## src/rtl/wac_pkg.sv

```systemverilog
`timescale 1ns / 1ps
`default_nettype none

package wac_pkg;

	// Default sizes of the block.
	localparam int MAX_CLASSES = 64;
	localparam int WEIGHT_BITS = 16;
	localparam int TOTAL_BITS  = 48;

	// Fixed field widths of the channels and of the configuration port.
	localparam int SUP_W     = 16;
	localparam int SCORE_W   = 16;
	localparam int COL_W     = 6;
	localparam int OUT_W     = 48;
	localparam int CNT_W     = 7;
	localparam int CFG_IDX_W = 1;

	// Configuration register indexes.
	localparam logic [CFG_IDX_W-1:0] CFG_CLASS_COUNT = 1'b0;
	localparam logic [CFG_IDX_W-1:0] CFG_PER_CLASS   = 1'b1;

	// Reset values of the configuration registers.
	localparam logic [CNT_W-1:0] CLASS_COUNT_RST = 7'd64;
	localparam logic             PER_CLASS_RST   = 1'b1;

	// Controller states.
	typedef enum logic [1:0] {
		ST_IDLE,
		ST_FIN,
		ST_RD,
		ST_LD
	} state_t;

	// Commands from the controller to the datapath.
	typedef struct packed {
		logic accept;
		logic fin;
		logic rd_issue;
		logic rd_load;
		logic clear_all;
	} cmd_t;

	// Status from the datapath to the controller.
	typedef struct packed {
		logic row_done;
		logic fin_mend;
		logic rd_last;
	} status_t;

endpackage

`default_nettype wire

```

## src/rtl/wac_ctrl.sv

```systemverilog
`timescale 1ns / 1ps
`default_nettype none

module wac_ctrl (
	input  wire logic             clk,
	input  wire logic             arst_n,
	input  wire logic             item_valid,
	output logic                  item_ready,
	output logic                  res_valid,
	input  wire logic             res_ready,
	input  wire wac_pkg::status_t status,
	output wac_pkg::cmd_t         cmd
);

	wac_pkg::state_t state_q;
	wac_pkg::state_t state_d;
	logic            res_valid_q;
	logic            out_free;

	// The output register can take a new result when it is empty or drained now.
	assign out_free = !res_valid_q || res_ready;

	// Next state.
	always_comb begin
		state_d = state_q;
		unique case (state_q)
			wac_pkg::ST_IDLE: begin
				if (item_valid && status.row_done) begin
					state_d = wac_pkg::ST_FIN;
				end
			end
			wac_pkg::ST_FIN: begin
				state_d = status.fin_mend ? wac_pkg::ST_RD : wac_pkg::ST_IDLE;
			end
			wac_pkg::ST_RD: begin
				if (out_free) begin
					state_d = wac_pkg::ST_LD;
				end
			end
			wac_pkg::ST_LD: begin
				state_d = status.rd_last ? wac_pkg::ST_IDLE : wac_pkg::ST_RD;
			end
			default: begin
				state_d = wac_pkg::ST_IDLE;
			end
		endcase
	end

	// Commands and handshake outputs.
	always_comb begin
		item_ready    = (state_q == wac_pkg::ST_IDLE);
		cmd           = '0;
		cmd.accept    = (state_q == wac_pkg::ST_IDLE) && item_valid;
		cmd.fin       = (state_q == wac_pkg::ST_FIN);
		cmd.rd_issue  = (state_q == wac_pkg::ST_RD) && out_free;
		cmd.rd_load   = (state_q == wac_pkg::ST_LD);
		cmd.clear_all = (state_q == wac_pkg::ST_LD) && status.rd_last;
	end

	assign res_valid = res_valid_q;

	// State register and output valid flag.
	always_ff @(posedge clk or negedge arst_n) begin
		if (!arst_n) begin
			state_q     <= wac_pkg::ST_IDLE;
			res_valid_q <= 1'b0;
		end else begin
			state_q <= state_d;
			if (cmd.rd_load) begin
				res_valid_q <= 1'b1;
			end else if (res_ready) begin
				res_valid_q <= 1'b0;
			end
		end
	end

`ifndef NO_ASSERTIONS
	// A transaction that ends a row is always followed by the total update.
	a_row_end_fin: assert property (@(posedge clk) disable iff (!arst_n)
		(cmd.accept && status.row_done) |=> (state_q == wac_pkg::ST_FIN))
		else $error("row end not followed by total update");

	// A result is never loaded over one that still waits.
	a_no_overwrite: assert property (@(posedge clk) disable iff (!arst_n)
		(state_q == wac_pkg::ST_LD) |-> !res_valid_q)
		else $error("result register overwritten");

	// Every load presents a result in the next cycle.
	a_load_valid: assert property (@(posedge clk) disable iff (!arst_n)
		(state_q == wac_pkg::ST_LD) |=> res_valid_q)
		else $error("loaded result not presented");

	// Readout only starts after the update of a matrix end.
	a_rd_entry: assert property (@(posedge clk) disable iff (!arst_n)
		($past(state_q) == wac_pkg::ST_FIN && state_q == wac_pkg::ST_RD)
		|-> $past(status.fin_mend))
		else $error("readout without matrix end");
`endif

endmodule

`default_nettype wire

```

## config.mk

```make
export PLATFORM = sky130hd
export DESIGN_NAME = wac_ctrl
export DESIGN_NICKNAME = d
export VERILOG_FILES = /design/src/rtl/wac_pkg.sv /design/src/rtl/wac_ctrl.sv
export SDC_FILE = /design/constraint.sdc
export NUM_CORES = 1
export LEC_CHECK = 0
export ABC_AREA = 1
export BUFFER_PORTS_ARGS = -buffer_cell sky130_fd_sc_hd__buf_4
export CORE_AREA = 4 4 41 43
export CTS_BUF_LIST = sky130_fd_sc_hd__clkbuf_8 sky130_fd_sc_hd__clkbuf_16
export CTS_CLUSTER_DIAMETER = 30
export CTS_CLUSTER_SIZE = 30
export DETAILED_ROUTE_END_ITERATION = 7
export DIE_AREA = 0 0 45 47
export PLACE_DENSITY = 0.44
export SYNTH_ARGS = -nofsm -noshare
export SYNTH_HDL_FRONTEND = slang
export SYNTH_SLANG_ARGS = --single-unit
```

## constraint.sdc

```tcl
create_clock -name clk -period 0.8 [get_ports clk]
set_input_delay 0.08 -clock clk [delete_from_list [all_inputs] [get_ports clk]]
set_output_delay 0.08 -clock clk [all_outputs]
set_load 0.01 [all_outputs]
```

After elaboration in Yosys (flattened, before gate mapping) --
Index checks and enable logic that the tools add are counted.
Storage, ports and cells: flip-flop bits (word level) 3, input bits 7, output and inout port bits 7, logic and storage cells 23
Operators by class: eq/ne operators 5, multiplexer cells 7, reduce and logical (&&, ||, !) cells 9
Operator list (number):
- 2-to-1 mux 2 bit | 4
- case mux 2 bit (4 select lines) | 1
- == test 2 bit, second input constant | 2
- logical AND 1 bit | 4
- == test 2 x 1 -> 1 bit, second input constant | 1
- logical NOT 2 bit | 1
- 2-to-1 mux 1 bit | 2
- != test 2 x 1 -> 1 bit, second input constant | 1
- != test 2 bit, second input constant | 1
- AND reduction 2 bit | 1
- nonzero test 2 bit | 1
- logical NOT 1 bit | 1
- logical OR 1 bit | 1

Logic depth before layout (Yosys ltp) --
Gate-level depths: netlist of run 1.
depth in word-level cells 4, gate-level depth with buffers 4, mapped depth without buffers 4

Least setup slack after synthesis of run 1 --
No wires, ideal clock.
path type register to output, from register state_q[0], to output port cmd[4] (netlist name), arrival 0.759 ns, data required time 0.720 ns, slack -0.039 ns, stages on the path, launching flop included 2, path buffers 0, cell sequence dfrtp_1 -> nor3b_1
RTL lines:
- start: declaration | line wac_ctrl.sv:15 | wac_pkg::state_t state_q;
- start signal: assignment | line wac_ctrl.sv:65 | state_q <= wac_pkg::ST_IDLE;
- start signal: assignment | line wac_ctrl.sv:68 | state_q <= state_d;
- end: declaration | line wac_ctrl.sv:12 | output wac_pkg::cmd_t cmd

==> results of run 1 <==
per-stage QoR:
stage	hold slack, ns	setup TNS, ns	area (µm²)	worst slack, ns	util
after CTS	0.132	-1.43	360	-0.279	0.277
after floorplan	-0.216	-0.0749	166	-0.0391	-
after detailed placement	-0.127	-0.190	290	-0.0702	0.223
after global routing	0.169	-1.87	368	-0.348	0.283
after global placement	-0.129	-0.245	290	-0.0900	0.223
final	0.124	-1.45	368	-0.277	0.283
cell usage after synthesis, drive strengths merged:
master	count	area (µm²)
nand2	10	37.5
nor3b	1	7.51
nor2	3	11.3
dfrtp	3	75.1
nand3	1	5.00
inv	8	30.0
flip-flops by register name, summed over array words and instances (netlist names):
signal and cells:
res_valid 1, state_q 2
layer usage:
layer / part of all wire / vias up / track usage
li1: - / 111 / -
met1: 0.37 / 83 / 0.0412
met2: 0.50 / 7 / 0.0621
met3: 0.13 / 0 / 0.0383
met4: 0 / 0 / 0.0526
met5: 0 / - / 0
cell type report:
cell class / count / area share
Timing Repair Buffer: 16 / 0.354
Sequential cell: 3 / 0.211
Multi-Input combinational cell: 15 / 0.180
Clock buffer: 3 / 0.112
Inverter: 8 / 0.0816
Tap cell: 15 / 0.0510
Clock inverter: 1 / 0.0102
worst min-delay path, delay by kind of cell:
kind                   cells  cell delay, ns
and+or+nand+nor            2            0.11
buffers and inverters      2            0.10
repair_timing:
| action | CTS | global route |
|---|---|---|
| hold endpoints to repair | 3 | 0 |
| endpoints found under the setup margin | 9 | 9 |
| resized for setup | 5 | 1 |
| hold buffers | 1 | 0 |
| buffers inserted | 0 | 1 |
| pin swaps | 0 | 2 |
logic make-up after synthesis:
group         Yosys count  synth area share
simple gates           15             0.368
buf+inv                 8             0.180
flops                   3             0.451
path summary, 6_finish.rpt:
| path | start | end | slack, ns | depth (start not counted) |
|---|---|---|---|---|
| max in group asynchronous | arst_n | state_q[1] | 0.51 | 2 |
| worst max register to register | state_q[1] | state_q[1] | -0.03 | 5 |
| worst max-delay path | state_q[0] | cmd[3] | -0.28 | 4 |
| worst min register to register | res_valid | res_valid | 0.51 | 2 |
| min in group asynchronous | arst_n | res_valid | 0.19 | 2 |
| worst min-delay path | res_ready | res_valid | 0.12 | 4 |
power groups by stage:
stage,logic (mW),registers [mW],clock network [mW]
after floorplan,0.265,0.318,0
after global placement,0.594,0.331,0
after detailed placement,0.597,0.325,0
after CTS,0.645,0.348,0.434
after global routing,0.739,0.358,0.445
final,0.667,0.345,0.420
==> metrics.md, run 1 <==
| Metric | Value |
|---|---|
| DRT iter0 DRCs | `6` |
| CP Cell Sequence | `buf_4 -> inv_2 -> nor2_1 -> buf_4` |
| Final period utilization | `1.35` |
| Mapped Area | `166 µm²` |
| Worst hold path class | `primary input to register` |
| DIE AREA | `2120 µm²` |
| Via count | `201` |
| Crit path DAT | `1.00 ns` |
| Pwr Density | `3890 nW/µm²` |
| Post-DR vias/cell | `3.30` |
| Final GP Congestion | `0.603` |
| Maximum operating frequency | `928 MHz` |
| Residual DRC | `0` |
| H-tree levels | `1` |
| CP max stage delay | `0.43 ns` |
| Sequential power share | `0.241` |
| Detailed Place HPWL | `362 µm` |
| P_leak | `0.231 nW` |
| Register area | `77.6 µm²` |
| Post-Synthesis Cells | `26` |
| Core area | `1300 µm²` |
| Failing checks | `setup timing` |
| Max Root-Sink Buffers | `2` |
| Crit path kind | `register to output port` |
| N_diodes | `0` |
| Wirelength, routed | `445 µm` |
| WP data required | `0.72 ns` |
| Worst Path Buf+Inv | `3` |
| Minimum clock period | `1.08 ns` |
| Worst setup SP type | `register` |
| Synthesized area per cell | `6.40 µm²` |
| First-pass DRT Iterations | `3` |
| Footprint of the multi-input gates | `66.3 µm²` |
| Seq/Total Area, Yosys | `0.451` |
| CP max FO | `7` |
| Yosys reg bits | `3` |
| Layout Cells excl Fill | `61` |
| Tot Pwr | `1.43 mW` |
| Most frequent cells in the layout | `buf_4, nand2_1, inv_1` |
| Io pins | `14` |
| Comb pwr share | `0.466` |
| Largest net degree at the start of global routing | `8` |
| Vias in the first global route | `178` |
| Setup ws final | `-0.277 ns` |
| Worst slew pin tran | `0.131 ns` |
| Slowest CP cell | `dfrtp_2` |
| Antenna-violating nets left | `0` |
| Die Span X | `45 µm` |
| Row count | `13` |
| Synth unique cells | `7` |
| # nets final | `54` |
| Share of cells above drive strength 1 | `0.500` |
| Fill cell count | `159` |
| Most used cell, CP | `buf_4` |
| Most common cell after layout, fill and taps aside | `buf_4` |
| Max-slew violations | `0` |
| Initial Util | `0.128` |
| Max cap viols | `0` |
| Fin. Hold Viols | `0` |
| Psw | `0.493 mW` |
| Chip height | `47 µm` |
| Crit end category | `output port` |
| Outcome | `finished with violations` |
| CTS Buf Count | `3` |
| DP Cell Count | `55` |
| Worst VDD drop | `0.779 mV` |
| First-pass GRT wire length | `627 µm` |
| Clock latency on the worst-skew pair | `0.21 ns` |
| Layout Area Growth over Synthesis | `121%` |
| Total GRT Usage | `0.0467` |
| Synth warn | `0` |
| Grt ovf | `0` |
| Clk pin slew, worst setup/hold paths | `0.03 ns` |
| Routed WL per cell | `7.30 µm` |
| Switching share of power | `0.344` |
| Critical path's top delay family | `flip-flops` |
| RSZ-0062 raised after global routing | `true` |
| Clock power frac | `0.293` |
| Final number of setup-violating endpoints | `7` |
| Total clock sinks | `3` |
| Initial antenna violation count | `0` |
| Relative slew slack | `0.913` |
| Root cell of the clock tree | `clkbuf_8` |
| I/O Buffers | `13` |
| CTS tree | `built` |
| Mapped Nets | `33` |
| Power Internal | `0.940 mW` |
| Clock skew | `0.000222 ns` |
No activity file was read; power rests on OpenSTA's default activity.
==> run 2: changes to the inputs <==
==> constraint.sdc (replaced) <==
create_clock -name clk -period 0.8 [get_ports clk]
set_input_delay 0.16 -clock clk [delete_from_list [all_inputs] [get_ports clk]]
set_output_delay 0.16 -clock clk [all_outputs]
set_load 0.01 [all_outputs]
==> run 2 against run 1 <==
The flow still finishes with violations (setup timing). Non-clock buffer count rose by 4. Clock skew grew 0.0022 ns. Combinational power rose by 29%. Critical path type unchanged.
==> metrics.md, run 2 (synthesis results as in run 1) <==
| Metric | Value |
|---|---|
| DRT iter0 DRCs | `3 (was 6)` |
| Sequential power share | `0.212 (was 0.241)` |
| CP max stage delay | `0.43 ns (about the same)` |
| Crit path DAT | `0.98 ns (was 1.00 ns)` |
| Reg with most FFs | `state_q (unchanged)` |
| Switching share of power | `0.329 (was 0.344)` |
| Largest net degree at the start of global routing | `8 (unchanged)` |
| Initial antenna violation count | `0 (unchanged)` |
| Total GRT Usage | `0.0586 (was 0.0467)` |
| Minimum clock period | `1.14 ns (was 1.08 ns)` |
| Worst setup SP type | `register (unchanged)` |
| Share of cells above drive strength 1 | `0.560 (was 0.500)` |
| Tot Pwr | `1.63 mW (was 1.43 mW)` |
| Clock power frac | `0.260 (was 0.293)` |
| Layout Area Growth over Synthesis | `145% (was 121%)` |
| Wirelength, routed | `472 µm (was 445 µm)` |
| Total clock sinks | `3 (unchanged)` |
| Power Internal | `1.09 mW (was 0.940 mW)` |
| CP max FO | `6 (was 7)` |
| Chip height | `47 µm (unchanged)` |
| Detailed Place HPWL | `358 µm (was 362 µm)` |
| Failing checks | `setup timing (unchanged)` |
| First-pass DRT Iterations | `2 (was 3)` |
| Max-slew violations | `0 (unchanged)` |
| Crit end category | `output port (unchanged)` |
| CTS Buf Count | `3 (unchanged)` |
| Relative slew slack | `0.909 (was 0.913)` |
| Die Span X | `45 µm (unchanged)` |
| Pwr Density | `4000 nW/µm² (was 3890 nW/µm²)` |
| Most frequent cells in the layout | `buf_4, nand2_1, inv_1 (unchanged)` |
| Routed WL per cell | `7.26 µm (was 7.30 µm)` |
| Residual DRC | `0 (unchanged)` |
| Outcome | `finished with violations (unchanged)` |
| Row count | `13 (unchanged)` |
| Crit path kind | `register to output port (unchanged)` |
| Critical path's top delay family | `flip-flops (unchanged)` |
| Vias in the first global route | `224 (was 178)` |
| Final GP Congestion | `0.614 (was 0.603)` |
| Worst VDD drop | `1.23 mV (was 0.779 mV)` |
| Clock latency on the worst-skew pair | `0.21 ns (about the same)` |
| Io pins | `14 (unchanged)` |
| Worst slew pin tran | `0.136 ns (was 0.131 ns)` |
| Most used cell, CP | `inv_2 (was buf_4)` |
| First-pass GRT wire length | `828 µm (was 627 µm)` |
| Worst hold path class | `primary input to register (unchanged)` |
| Psw | `0.536 mW (was 0.493 mW)` |
| Root cell of the clock tree | `clkbuf_8 (unchanged)` |
| Clk pin slew, worst setup/hold paths | `0.03 ns (about the same)` |
| Core area | `1300 µm² (unchanged)` |
| CTS tree | `built (unchanged)` |
| N_diodes | `0 (unchanged)` |
| # nets final | `58 (was 54)` |
| Max reg flops | `2 (unchanged)` |
| Max Root-Sink Buffers | `2 (unchanged)` |
| Fin. Hold Viols | `0 (unchanged)` |
| Final period utilization | `1.43 (was 1.35)` |
| Via count | `229 (was 201)` |
| Slowest CP cell | `dfrtp_2 (unchanged)` |
| Final number of setup-violating endpoints | `9 (was 7)` |
| DIE AREA | `2120 µm² (unchanged)` |
| Post-DR vias/cell | `3.52 (was 3.30)` |
| Maximum operating frequency | `876 MHz (was 928 MHz)` |
| Initial Util | `0.128 (unchanged)` |
| Comb pwr share | `0.528 (was 0.466)` |
| CP Cell Sequence | `inv_2 -> nor2_1 -> nand2_1 -> inv_2 -> buf_6 (was buf_4 -> inv_2 -> nor2_1 -> buf_4)` |
| Max cap viols | `0 (unchanged)` |
| P_leak | `0.251 nW (was 0.231 nW)` |
| RSZ-0062 raised after global routing | `true (unchanged)` |
| Setup ws final | `-0.342 ns (was -0.277 ns)` |
| Most common cell after layout, fill and taps aside | `buf_4 (unchanged)` |
| H-tree levels | `1 (unchanged)` |
| I/O Buffers | `13 (unchanged)` |
| Antenna-violating nets left | `0 (unchanged)` |
| Setup TNS | `-2.36 ns (was -1.45 ns)` |
| Worst Path Buf+Inv | `3 (unchanged)` |
| Grt ovf | `0 (unchanged)` |
| WP data required | `0.64 ns (was 0.72 ns)` |
| Clock skew | `0.00242 ns (was 0.000222 ns)` |
[run 2: cell types whose count changed in the layout (fill, tap and decap cells not counted), sizes merged]
cell and change:
buf +4
[run 2: per-layer routing]
metal,vias to the layer above,track usage,wire length [µm]
met5,-,0,0
li1,120,-,-
met1,101,0.0550,181
met3,0,0.0460,63
met2,8,0.0904,228
met4,0,0.0351,0
[run 2: worst register-to-register path: stages (launching register included)]
cell	delay, ns
dfrtp_2	0.41
inv_2	0.05
buf_4	0.13
buf_6	0.10
buf_4	0.11
buf_4	0.12
nand2_1	0.04
nand2_1	0.05
inv_1	0.04
[run 2: layout make-up]
class                      count  area, µm²
clock inverter                 1       3.75
inverter                       8       30.0
tap                           15       18.8
fill                         158        893
sequential                     3       77.6
multi-input combinational     15       68.8
timing repair buffer          20        168
clock buffer                   3       41.3
[run 2: worst paths after layout]
path,startpoint,endpoint,slack [ns],cells after the start
worst max-delay path,state_q[1],cmd[2],-0.34,5
worst min-delay path,res_ready,res_valid,0.22,4
worst max register to register,state_q[1],state_q[1],-0.31,8
worst min register to register,res_valid,res_valid,0.52,2
max in group asynchronous,arst_n,state_q[0],0.43,2
min in group asynchronous,arst_n,state_q[1],0.27,2
[run 2: metrics by stage]
stage | util | std cells | cell area (µm²) | hold WS [ns] | setup slack, ns
floorplan | - | 26 | 171 | -0.136 | -0.0462
global placement | 0.233 | 56 | 303 | -0.0484 | -0.172
detailed placement | 0.233 | 56 | 303 | -0.0472 | -0.172
CTS | 0.313 | 65 | 408 | 0.212 | -0.361
global route | 0.313 | 65 | 408 | 0.253 | -0.411
finish | 0.313 | 65 | 408 | 0.216 | -0.342
[run 2: timing repair]
item	4_1_cts	5_1_grt
buffers inserted	5	1
gates resized for setup	7	1
hold buffers	1	0
endpoints found under the hold margin	3	0
pin swaps	3	2
setup endpoints to repair	9	9
[run 2: power groups by stage]
stage / Sequential [mW] / Clock (mW) / Combinational [mW]
3_3_place_gp: 0.337 / 0 / 0.639
4_1_cts: 0.345 / 0.436 / 0.888
3_5_place_dp: 0.331 / 0 / 0.638
5_1_grt: 0.367 / 0.458 / 0.963
6_report: 0.346 / 0.423 / 0.861
2_1_floorplan: 0.326 / 0 / 0.276
