$ cat src/rtl/wac_pkg.sv
`timescale 1ns / 1ps
`default_nettype none

package wac_pkg;

	// Default sizes of the block.
	localparam int MAX_CLASSES = 64;
	localparam int WEIGHT_BITS = 16;
	localparam int TOTAL_BITS  = 48;

	// Fixed field widths of the channels and of the configuration port.
	localparam int SUP_W     = 16;
	localparam int SCORE_W   = 16;
	localparam int COL_W     = 6;
	localparam int OUT_W     = 48;
	localparam int CNT_W     = 7;
	localparam int CFG_IDX_W = 1;

	// Configuration register indexes.
	localparam logic [CFG_IDX_W-1:0] CFG_CLASS_COUNT = 1'b0;
	localparam logic [CFG_IDX_W-1:0] CFG_PER_CLASS   = 1'b1;

	// Reset values of the configuration registers.
	localparam logic [CNT_W-1:0] CLASS_COUNT_RST = 7'd64;
	localparam logic             PER_CLASS_RST   = 1'b1;

	// Controller states.
	typedef enum logic [1:0] {
		ST_IDLE,
		ST_FIN,
		ST_RD,
		ST_LD
	} state_t;

	// Commands from the controller to the datapath.
	typedef struct packed {
		logic accept;
		logic fin;
		logic rd_issue;
		logic rd_load;
		logic clear_all;
	} cmd_t;

	// Status from the datapath to the controller.
	typedef struct packed {
		logic row_done;
		logic fin_mend;
		logic rd_last;
	} status_t;

endpackage

`default_nettype wire

$ cat src/rtl/wac_dp.sv
`timescale 1ns / 1ps
`default_nettype none

module wac_dp #(
	parameter int MAX_CLASSES = wac_pkg::MAX_CLASSES,
	parameter int WEIGHT_BITS = wac_pkg::WEIGHT_BITS,
	parameter int TOTAL_BITS  = wac_pkg::TOTAL_BITS
) (
	input  wire logic                                clk,
	input  wire logic                                arst_n,
	// Configuration writes.
	input  wire logic                                cfg_we,
	input  wire logic [wac_pkg::CFG_IDX_W-1:0]       cfg_index,
	input  wire logic [wac_pkg::CNT_W-1:0]           cfg_data,
	// Input item fields.
	input  wire logic [wac_pkg::SUP_W-1:0]           sup_value,
	input  wire logic signed [wac_pkg::SCORE_W-1:0]  out_value,
	input  wire logic [wac_pkg::COL_W-1:0]           column,
	input  wire logic                                row_end,
	input  wire logic                                matrix_end,
	// Control.
	input  wire wac_pkg::cmd_t                       cmd,
	output wac_pkg::status_t                         status,
	// Per-class store memory.
	output logic                                     ram_we,
	output logic [$clog2(MAX_CLASSES)-1:0]           ram_waddr,
	output logic [2*TOTAL_BITS-1:0]                  ram_wdata,
	output logic [$clog2(MAX_CLASSES)-1:0]           ram_raddr,
	input  wire logic [2*TOTAL_BITS-1:0]             ram_rdata,
	// Result fields.
	output logic [wac_pkg::OUT_W-1:0]                overall_weight,
	output logic [wac_pkg::OUT_W-1:0]                total_correct,
	output logic [wac_pkg::COL_W-1:0]                class_index,
	output logic [wac_pkg::OUT_W-1:0]                class_weight,
	output logic [wac_pkg::OUT_W-1:0]                class_correct,
	output logic                                     last
);

	localparam int AW    = $clog2(MAX_CLASSES);
	localparam int NW    = $clog2(MAX_CLASSES + 1);
	localparam int RW    = WEIGHT_BITS + 6;
	localparam int SupW  = wac_pkg::SUP_W;
	localparam int ColW  = wac_pkg::COL_W;
	localparam int CntW  = wac_pkg::CNT_W;
	localparam int OutW  = wac_pkg::OUT_W;
	localparam int SW    = ((RW > SupW) ? RW : SupW) + 1;
	localparam int XW    = ((TOTAL_BITS > RW) ? TOTAL_BITS : RW) + 1;
	localparam int CW    = (ColW > NW) ? ColW : NW;

	localparam logic [RW-1:0]         ROW_MAX = '1;
	localparam logic [TOTAL_BITS-1:0] TOT_MAX = '1;
	localparam logic [NW-1:0]         N_MAX   = NW'(MAX_CLASSES);
	localparam logic [CntW-1:0]       CNT_MAX = CntW'(MAX_CLASSES);

	// Saturating add of a row sum to a total.
	function automatic logic [TOTAL_BITS-1:0] sat_total(
		input logic [TOTAL_BITS-1:0] a,
		input logic [RW-1:0]         b
	);
		logic [XW-1:0] s;
		s = XW'(a) + XW'(b);
		if (s > XW'(TOT_MAX)) begin
			return TOT_MAX;
		end
		return TOTAL_BITS'(s);
	endfunction

	logic [CntW-1:0]              count_q;
	logic                         pc_q;
	logic [NW-1:0]                n_eff;
	logic                         counted;

	logic [SupW-1:0]              sup_best_q;
	logic [AW-1:0]                sup_idx_q;
	logic signed [wac_pkg::SCORE_W-1:0] out_best_q;
	logic [AW-1:0]                out_idx_q;
	logic                         started_q;
	logic [RW-1:0]                row_sum_q;

	logic [SW-1:0]                rs_wide;
	logic [RW-1:0]                rs_sat;
	logic                         take_sup;
	logic                         take_out;
	logic [RW-1:0]                m_sum;
	logic [AW-1:0]                m_sidx;
	logic [AW-1:0]                m_oidx;
	logic [SupW-1:0]              m_sbest;
	logic signed [wac_pkg::SCORE_W-1:0] m_obest;
	logic                         row_done;

	logic [RW-1:0]                fin_sum_q;
	logic [AW-1:0]                fin_k_q;
	logic                         fin_agree_q;
	logic                         fin_mend_q;

	logic [TOTAL_BITS-1:0]        wt_q;
	logic [TOTAL_BITS-1:0]        ct_q;
	logic [MAX_CLASSES-1:0]       valid_q;
	logic [AW-1:0]                rd_k_q;
	logic                         rd_last;

	logic [TOTAL_BITS-1:0]        old_w;
	logic [TOTAL_BITS-1:0]        old_c;
	logic [TOTAL_BITS-1:0]        rd_w;
	logic [TOTAL_BITS-1:0]        rd_c;

	// Configuration register decode.
	always_ff @(posedge clk or negedge arst_n) begin
		if (!arst_n) begin
			count_q <= wac_pkg::CLASS_COUNT_RST;
			pc_q    <= wac_pkg::PER_CLASS_RST;
		end else if (cfg_we) begin
			unique case (cfg_index)
				wac_pkg::CFG_CLASS_COUNT: count_q <= cfg_data;
				wac_pkg::CFG_PER_CLASS:   pc_q    <= cfg_data[0];
				default: ;
			endcase
		end
	end

	// Class count in use, clamped to one through the store depth.
	always_comb begin
		if (count_q == '0) begin
			n_eff = NW'(1);
		end else if (count_q > CNT_MAX) begin
			n_eff = N_MAX;
		end else begin
			n_eff = NW'(count_q);
		end
	end

	assign counted  = CW'(column) < CW'(n_eff);
	assign row_done = row_end || matrix_end;

	// Row state merged with the element of the current transaction.
	always_comb begin
		rs_wide  = SW'(row_sum_q) + SW'(sup_value);
		rs_sat   = (rs_wide > SW'(ROW_MAX)) ? ROW_MAX : RW'(rs_wide);
		take_sup = counted && (!started_q || (sup_value > sup_best_q));
		take_out = counted && (!started_q || (out_value > out_best_q));
		m_sum    = counted ? rs_sat : row_sum_q;
		m_sidx   = take_sup ? AW'(column) : sup_idx_q;
		m_sbest  = take_sup ? sup_value : sup_best_q;
		m_oidx   = take_out ? AW'(column) : out_idx_q;
		m_obest  = take_out ? out_value : out_best_q;
	end

	// Running row sum and the two argmax trackers.
	always_ff @(posedge clk or negedge arst_n) begin
		if (!arst_n) begin
			sup_best_q <= '0;
			sup_idx_q  <= '0;
			out_best_q <= {1'b1, {(wac_pkg::SCORE_W-1){1'b0}}};
			out_idx_q  <= '0;
			started_q  <= 1'b0;
			row_sum_q  <= '0;
			fin_mend_q <= 1'b0;
		end else if (cmd.accept) begin
			if (row_done) begin
				sup_best_q <= '0;
				sup_idx_q  <= '0;
				out_best_q <= {1'b1, {(wac_pkg::SCORE_W-1){1'b0}}};
				out_idx_q  <= '0;
				started_q  <= 1'b0;
				row_sum_q  <= '0;
				fin_mend_q <= matrix_end;
			end else begin
				sup_best_q <= m_sbest;
				sup_idx_q  <= m_sidx;
				out_best_q <= m_obest;
				out_idx_q  <= m_oidx;
				started_q  <= started_q || counted;
				row_sum_q  <= m_sum;
			end
		end
	end

	// Finished row, held for the update of the totals.
	always_ff @(posedge clk) begin
		if (cmd.accept && row_done) begin
			fin_sum_q   <= m_sum;
			fin_k_q     <= m_sidx;
			fin_agree_q <= (m_sidx == m_oidx);
		end
	end

	// The store entry of the finishing row is read as the row ends.
	assign ram_raddr = cmd.accept ? m_sidx : rd_k_q;

	// Per-class read-modify-write; entries never written since a clear read as zero.
	always_comb begin
		old_w     = valid_q[fin_k_q] ? ram_rdata[TOTAL_BITS-1:0] : '0;
		old_c     = valid_q[fin_k_q] ? ram_rdata[2*TOTAL_BITS-1:TOTAL_BITS] : '0;
		ram_we    = cmd.fin && pc_q;
		ram_waddr = fin_k_q;
		ram_wdata = {(fin_agree_q ? sat_total(old_c, fin_sum_q) : old_c),
		             sat_total(old_w, fin_sum_q)};
	end

	// Totals, store valid bits and the readout counter.
	always_ff @(posedge clk or negedge arst_n) begin
		if (!arst_n) begin
			wt_q    <= '0;
			ct_q    <= '0;
			valid_q <= '0;
			rd_k_q  <= '0;
		end else begin
			if (cmd.clear_all) begin
				wt_q    <= '0;
				ct_q    <= '0;
				valid_q <= '0;
			end else if (cmd.fin) begin
				wt_q <= sat_total(wt_q, fin_sum_q);
				if (fin_agree_q) begin
					ct_q <= sat_total(ct_q, fin_sum_q);
				end
				if (pc_q) begin
					valid_q[fin_k_q] <= 1'b1;
				end
			end
			if (cmd.fin) begin
				rd_k_q <= '0;
			end else if (cmd.rd_load) begin
				rd_k_q <= rd_k_q + AW'(1);
			end
		end
	end

	assign rd_last = !pc_q || ((NW'(rd_k_q) + NW'(1)) == n_eff);

	// Store data of the entry being read out.
	always_comb begin
		rd_w = (pc_q && valid_q[rd_k_q]) ? ram_rdata[TOTAL_BITS-1:0] : '0;
		rd_c = (pc_q && valid_q[rd_k_q]) ? ram_rdata[2*TOTAL_BITS-1:TOTAL_BITS] : '0;
	end

	// Result register.
	always_ff @(posedge clk) begin
		if (cmd.rd_load) begin
			overall_weight <= OutW'(wt_q);
			total_correct  <= OutW'(ct_q);
			class_index    <= pc_q ? ColW'(rd_k_q) : '0;
			class_weight   <= OutW'(rd_w);
			class_correct  <= OutW'(rd_c);
			last           <= rd_last;
		end
	end

	// Status to the controller.
	always_comb begin
		status          = '0;
		status.row_done = row_done;
		status.fin_mend = fin_mend_q;
		status.rd_last  = rd_last;
	end

endmodule

`default_nettype wire

$ cat config.mk
export PLATFORM = sky130hd
export DESIGN_NAME = wac_dp
export DESIGN_NICKNAME = d
export VERILOG_FILES = /design/src/rtl/wac_pkg.sv /design/src/rtl/wac_dp.sv
export SDC_FILE = /design/constraint.sdc
export NUM_CORES = 1
export LEC_CHECK = 0
export ABC_AREA = 0
export CAP_MARGIN = 20
export CORE_MARGIN = 4
export CORE_UTILIZATION = 48
export CTS_CLUSTER_DIAMETER = 80
export CTS_CLUSTER_SIZE = 28
export DETAILED_ROUTE_END_ITERATION = 16
export DONT_BUFFER_PORTS = 1
export MAX_ROUTING_LAYER = met4
export PLACE_DENSITY_LB_ADDON = 0.12
export SYNTH_ARGS = -nofsm -noshare
export SYNTH_HDL_FRONTEND = slang
export SYNTH_SLANG_ARGS = --single-unit
$ cat constraint.sdc
create_clock -name clk -period 5.6 [get_ports clk]
set_input_delay 0.28 -clock clk [delete_from_list [all_inputs] [get_ports clk]]
set_output_delay 0.28 -clock clk [all_outputs]
set_load 0.01 [all_outputs]
# Yosys cells after proc, flatten, opt, wreduce, memory -nomap -nowiden
# Index checks and enable logic that the tools add are counted.
# totals
in_bits	152
reg_bits	470
# classes
order_cmp	12
n_addsub	7
eq_ne	2
reduce_logical	27
bitwise_logic	2
n_mux	51
# op_table
op	count
48-bit 2-to-1 mux	16
48-bit by 22-bit adder with 49-bit output	4
49-bit by 48-bit greater-than comparator with 1-bit output (second input constant)	4
64-bit 2-to-1 mux	3
22-bit 2-to-1 mux	3
16-bit 2-to-1 mux	4
64-bit OR	1
6-bit 2-to-1 mux	7
16-bit greater-than comparator	2
22-bit by 16-bit adder with 23-bit output	1
23-bit by 22-bit greater-than comparator with 1-bit output (second input constant)	1
6-bit by 7-bit < comparator with 1-bit output (second input constant)	2
7-bit 2-to-1 mux	2
2-bit AND reduction	7
1-bit 2-to-1 mux	13
1-bit binary-select mux with 6-bit select	2
2-bit nonzero test	6
6-bit by 1-bit adder with 7-bit output (second input constant)	1
7-bit == test	1
7-bit greater-than comparator (second input constant)	1
7-bit zero test	1
6-bit by 7-bit < comparator with 1-bit output	1
6-bit by 1-bit adder with 6-bit output (second input constant)	1
1-bit demux with 6-bit select	1
6 further kinds	16

# Longest topological paths before layout
# depth
word_depth	10
depth_mapped	23
mapped_depth_nobuf	17

# Least setup slack after synthesis
# Ideal clock, no wire load.
# synth_timing
path_kind	reg-to-output
startpoint	register fin_k_q[2], in the netlist ram_waddr[2]
endpoint	output port ram_wdata[24]
t_required_ns	5.320
path_slack_ns	0.308
stages_incl_launch_ff	23
arrival_ns	5.012
cell_sequence	edfxtp_1 -> buf_2 -> mux2_1 -> a221oi_1 -> a31oi_1 -> o21a_1 -> nor4_2 -> buf_2 -> buf_2 -> buf_2 -> nor2_1 -> ha_1 -> fa_1 -> a211oi_1 -> o21ai_1 -> a41o_1 -> nand2_1 -> and3_1 -> clkbuf_1 -> nor4_2 -> nand3_1 -> clkbuf_1 -> o21ai_0
# synth_between
elab_chain_cells	7
# synth_rtl
element	line_no	source
from (decl)	wac_dp.sv:92	logic [AW-1:0] fin_k_q;
from (signal assigned)	wac_dp.sv:182	fin_k_q <= m_sidx;
1-bit binary-select mux with 6-bit select (*)	wac_dp.sv:192	old_w = valid_q[fin_k_q] ? ram_rdata[TOTAL_BITS-1:0] : '0;
1-bit 2-to-1 mux (implied by the code) (*)	wac_dp.sv:192	
48-bit 2-to-1 mux (*)	wac_dp.sv:192	
48-bit by 22-bit adder with 49-bit output (*)	wac_dp.sv:61	s = XW'(a) + XW'(b);
49-bit by 48-bit greater-than comparator with 1-bit output	wac_dp.sv:62	if (s > XW'(TOT_MAX)) begin
1-bit 2-to-1 mux	wac_dp.sv:62	
48-bit 2-to-1 mux (*)	wac_dp.sv:65	return TOTAL_BITS'(s);
to (decl)	wac_dp.sv:27	output logic [2*TOTAL_BITS-1:0] ram_wdata,
# Every way passes the cells marked *; elsewhere a longest branch is shown, timed or not. The select of a mux whose other input is x is not followed.

# Worst setup path in the final report
# layout_timing
startpoint	register fin_k_q[0], in the netlist ram_waddr[0]
endpoint	output port ram_wdata[79]
# layout_between
elab_chain_cells	8
# layout_rtl
element	line_no	source
1-bit binary-select mux with 6-bit select (*)	wac_dp.sv:193	old_c = valid_q[fin_k_q] ? ram_rdata[2*TOTAL_BITS-1:TOTAL_BITS] : '0;
1-bit 2-to-1 mux (implied by the code) (*)	wac_dp.sv:193	
48-bit 2-to-1 mux (*)	wac_dp.sv:193	
48-bit by 22-bit adder with 49-bit output	wac_dp.sv:61	
49-bit by 48-bit greater-than comparator with 1-bit output	wac_dp.sv:62	
1-bit 2-to-1 mux	wac_dp.sv:62	
48-bit 2-to-1 mux	wac_dp.sv:65	
48-bit 2-to-1 mux (*)	wac_dp.sv:196	ram_wdata = {(fin_agree_q ? sat_total(old_c, fin_sum_q) : old_c),
# Marked as above.

==> results.yml <==
outcome:
  status: "complete, but fails checks"
  violations: "negative hold slack, max-slew violations, negative setup slack"
timing:
  finalMaxSlewViolations: 80
  worst_slack_ps: -284
  fmax_mhz: 170
  period_minus_slack_ps: 5880
  timing.final.crit_share: 1.05
  setup_viol: 96
  rsz0062_at_grt: "true"
  hold_viol: 242
  timing.hold.ws_ps: -657
  slew-limit-headroom: -0.108
  fin_skew_ps: 27.4
  tightest_slew_ps: 1660
  setup_tns_ps: -15840
placement:
  dp_hpwl_mm: 65.2
  portBuffers: 0
  place_congestion: 0.929
  dp_cells: 3658
synth:
  synth.avg_cell_area_sq_um: 9.65
  seq_area_frac_synth: 0.465
  synthMuxAreaShare: 0.0327
  synthSimpleGateAreaFrac: 0.162
  synth_top_cell_by_area: "edfxtp_1"
  postSynthCellCount: 2879
  syn_nets: 3178
  synth-xor-area-share: 0.0400
  synthFlopType: "dfrtp_1"
  async_flop_share: 0.515
  synth_top_area_share: 0.246
  yosysWarnings: 0
  yosys.area_share.adder: 0.0676
  synth_top_family_by_area: "compound AO/OA/AOI/OAI gates"
  synth_compound_area_frac: 0.185
  synth_cell_type_count: 85
  ys_ff_latch: 470
  syn_area_sq_mm: 0.0278
  yosys-top-cells-area: "edfxtp_1, dfrtp_1, ha_1"
  synth_edf_count: 228
layout:
  layout.nets: 3469
  areaGrowthSynthToFinish_pct: 22.7
  layoutNonFillerInstCount: 3950
  layout_common_cells: "nor2_1, dfrtp_1, edfxtp_1, a21oi_1, inv_1"
  final_common_cell: "nor2_1"
  drive_gt1_frac: 0.156
global_routing:
  grt_max_degree: 243
  grt_pass1_vias: 23400
  grt_overflow: 0
  antenna_found_initial: 1
  grt_first_pass_wirelength_mm: 143
  grtUsageTotal: 0.298
pwr:
  total_power_mw: 9.47
  p_leak_nw: 14.6
  peakVddDrop_mv: 0.270
  p_per_area_mw_per_mm2: 278
floorplanning:
  core_area_sq_mm: 0.0568
  ioPinCount: 463
  fp.dieArea_sq_mm: 0.0618
  initial_core_util: 0.489
  row_count: 87
  die_w_microns: 249
  die_h_microns: 249
routing:
  ant_nets: 0
  routedWlPerCell_microns: 24.1
  vias_per_cell: 6.18
  drt_iter0_markers: 1729
  dr.pass1.iters: 5
  route.vias.total: 24400
  drc: 0
  routed_wl_mm: 95.4
clocking:
  ctsHtreeMaxLevel: 1
  cts-root-buf: "clkbuf_16"
  worst_skew_pair.late_latency_ps: 640
  clock-sinks: 470
  cts_tree: "built"
  cts_max_path_buffers: 3
  cts_made_buffers: 31
  clk_pin_slew_ps: 100
critical_path:
  r2r_cells: 10
  crit_path_top_delay_cell: "mux4_2"
  rr_startpoint: "count_q[6]$_DFFE_PN1P_"
  crit_arrival_ps: 5600
  cp_data_required_time_ps: 5320
  crit_path_frequent_cell: "buf_12"
  path_cells: "buf_12 -> mux4_2 -> mux2_4 -> a2bb2oi_2 -> nand4_1 -> buf_6 -> nor4_4 -> buf_4 -> buf_12 -> buf_12 -> nor2_4 -> ha_4 -> a21o_1 -> a2111o_1 -> a31o_4 -> and4_4 -> o31ai_4 -> buf_6 -> nor3_2 -> xnor2_1 -> o21ai_1 -> buf_4"
  reg2reg_to: "fin_agree_q$_DFFE_PP_"
  crit_type: "flip-flop to output pin"
  crit_path_max_incr_delay_ps: 510
  endpoint: "ram_wdata[79]"
  r2r_slack_ps: 1290
  cp-startpoint: "ram_waddr[0]$_DFFE_PP_"
  crit_path_max_fanout: 8
  start_kind: "flip-flop"
  crit_path_end_kind: "output pin"
job:
  maxCapViolCount: 0
worst_hold_path:
  hold_class: "input pin to asynchronous set/reset pin"
-- worst max-delay path, delay by kind of cell (launching register included) --
kind	cells	cell delay, ps
DFF	1	430
adders and majority gates	1	240
AOI/OAI and AO/OA	6	1480
xor gates and xnor gates	1	150
and+or+nand+nor	5	640
muxes	2	810
buffers and inverters	7	1180
-- flip-flops by register name (all words and copies together), names as in the netlist, 7 cells and up --
register and cells:
class_correct 48, row_sum_q 22, total_correct 48, sup_best_q 16, fin_sum_q 22, class_weight 48, wt_q 48, ct_q 48
valid_q 64, count_q 7, out_best_q 16, overall_weight 48
-- synthesized netlist by cell type, types with 7 or more instances --
cell type,n
o22ai_1,15
nand3_1,58
nor2b_1,25
xnor2_1,78
mux2_2,20
nor4_1,23
a211oi_1,58
a211o_1,8
or2_2,10
a21o_1,45
o21ai_0,102
mux2i_1,31
o21bai_1,15
a311oi_1,41
xor2_1,49
a21oi_1,217
o32ai_1,11
and3_1,51
and2_1,19
ha_1,142
o21ai_1,10
edfxtp_1,228
a22o_1,36
a41oi_1,14
nor3b_1,8
nor2_1,450
nand2_1,125
or4_1,7
o21a_1,30
buf_2,20
mux4_2,16
nor3_1,75
and4_1,25
o211ai_1,27
o221ai_1,8
clkbuf_1,113
nand2b_1,25
a31oi_1,65
inv_1,199
dfrtp_1,239
nand4_1,26
-- per-stage QoR --
step	setup WS [ps]	utilization	cell area, sq um
6_report	-284	0.600	34100
4_1_cts	-127	0.575	32700
3_3_place_gp	75.6	0.518	29500
5_1_grt	-581	0.600	34100
3_5_place_dp	-64.9	0.519	29500
2_1_floorplan	308	-	27800
-- routing by layer --
layer  track usage  up-vias  part of all wire  wire, microns
li1              -    11100                 -              -
met1         0.386    12000              0.41          38900
met2         0.479     1040              0.47          45100
met3        0.0573      206             0.079           7570
met4        0.0898        0             0.040           3780
met5             -        -                 0              0
-- report_power, final --
part           total [mW]  switching, mW  leakage (nW)  internal, mW
Combinational        2.68           1.50          8.46          1.18
Clock                2.62           1.46         0.547          1.16
Sequential           4.17          0.306          5.64          3.86
-- layout make-up --
class                   instances  area (sq um)
fillers                      4807         22700
multi-input cells            2067         14400
flip-flops and latches        470         12900
repair buffers                401          3950
well taps                     756           946
clock buffers                  33           805
inverters                     199           747
clock inverters                23           325
diodes                          1          2.50
-- worst min path at each step --
stage                 from                       to  slack, ps
detailed placement  arst_n  valid_q[59]$_DFFE_PN0P_         -3
global route        arst_n  valid_q[52]$_DFFE_PN0P_       -700
CTS                 arst_n  valid_q[51]$_DFFE_PN0P_       -690
finish              arst_n  valid_q[60]$_DFFE_PN0P_       -660
global placement    arst_n  valid_q[63]$_DFFE_PN0P_         -2
floorplan           arst_n   count_q[0]$_DFFE_PN0P_        -20
-- kinds of logic (layout without fill, tap and decap cells) --
| group | Yosys count | count (layout) |
|---|---|---|
| AO/OA/AOI/OAI | 771 | 771 |
| XOR/XNOR | 127 | 127 |
| adder cells (fa/ha/maj) | 147 | 147 |
| buffers and inverters | 343 | 656 |
| flip-flops | 470 | 470 |
| multiplexers | 68 | 68 |
| other | 0 | 1 |
| AND/OR/NAND/NOR | 953 | 954 |
-- timing repair --
item | CTS | global route
endpoints found under the setup margin | 96 | 96
hold buffers | 155 | 1
pin swaps | 16 | 60
gates resized for setup | 76 | 194
gates cloned | 6 | 11
hold endpoints to repair | 777 | 243
buffers inserted | 12 | 51
Note: power is estimated with default switching activity, not from simulation.
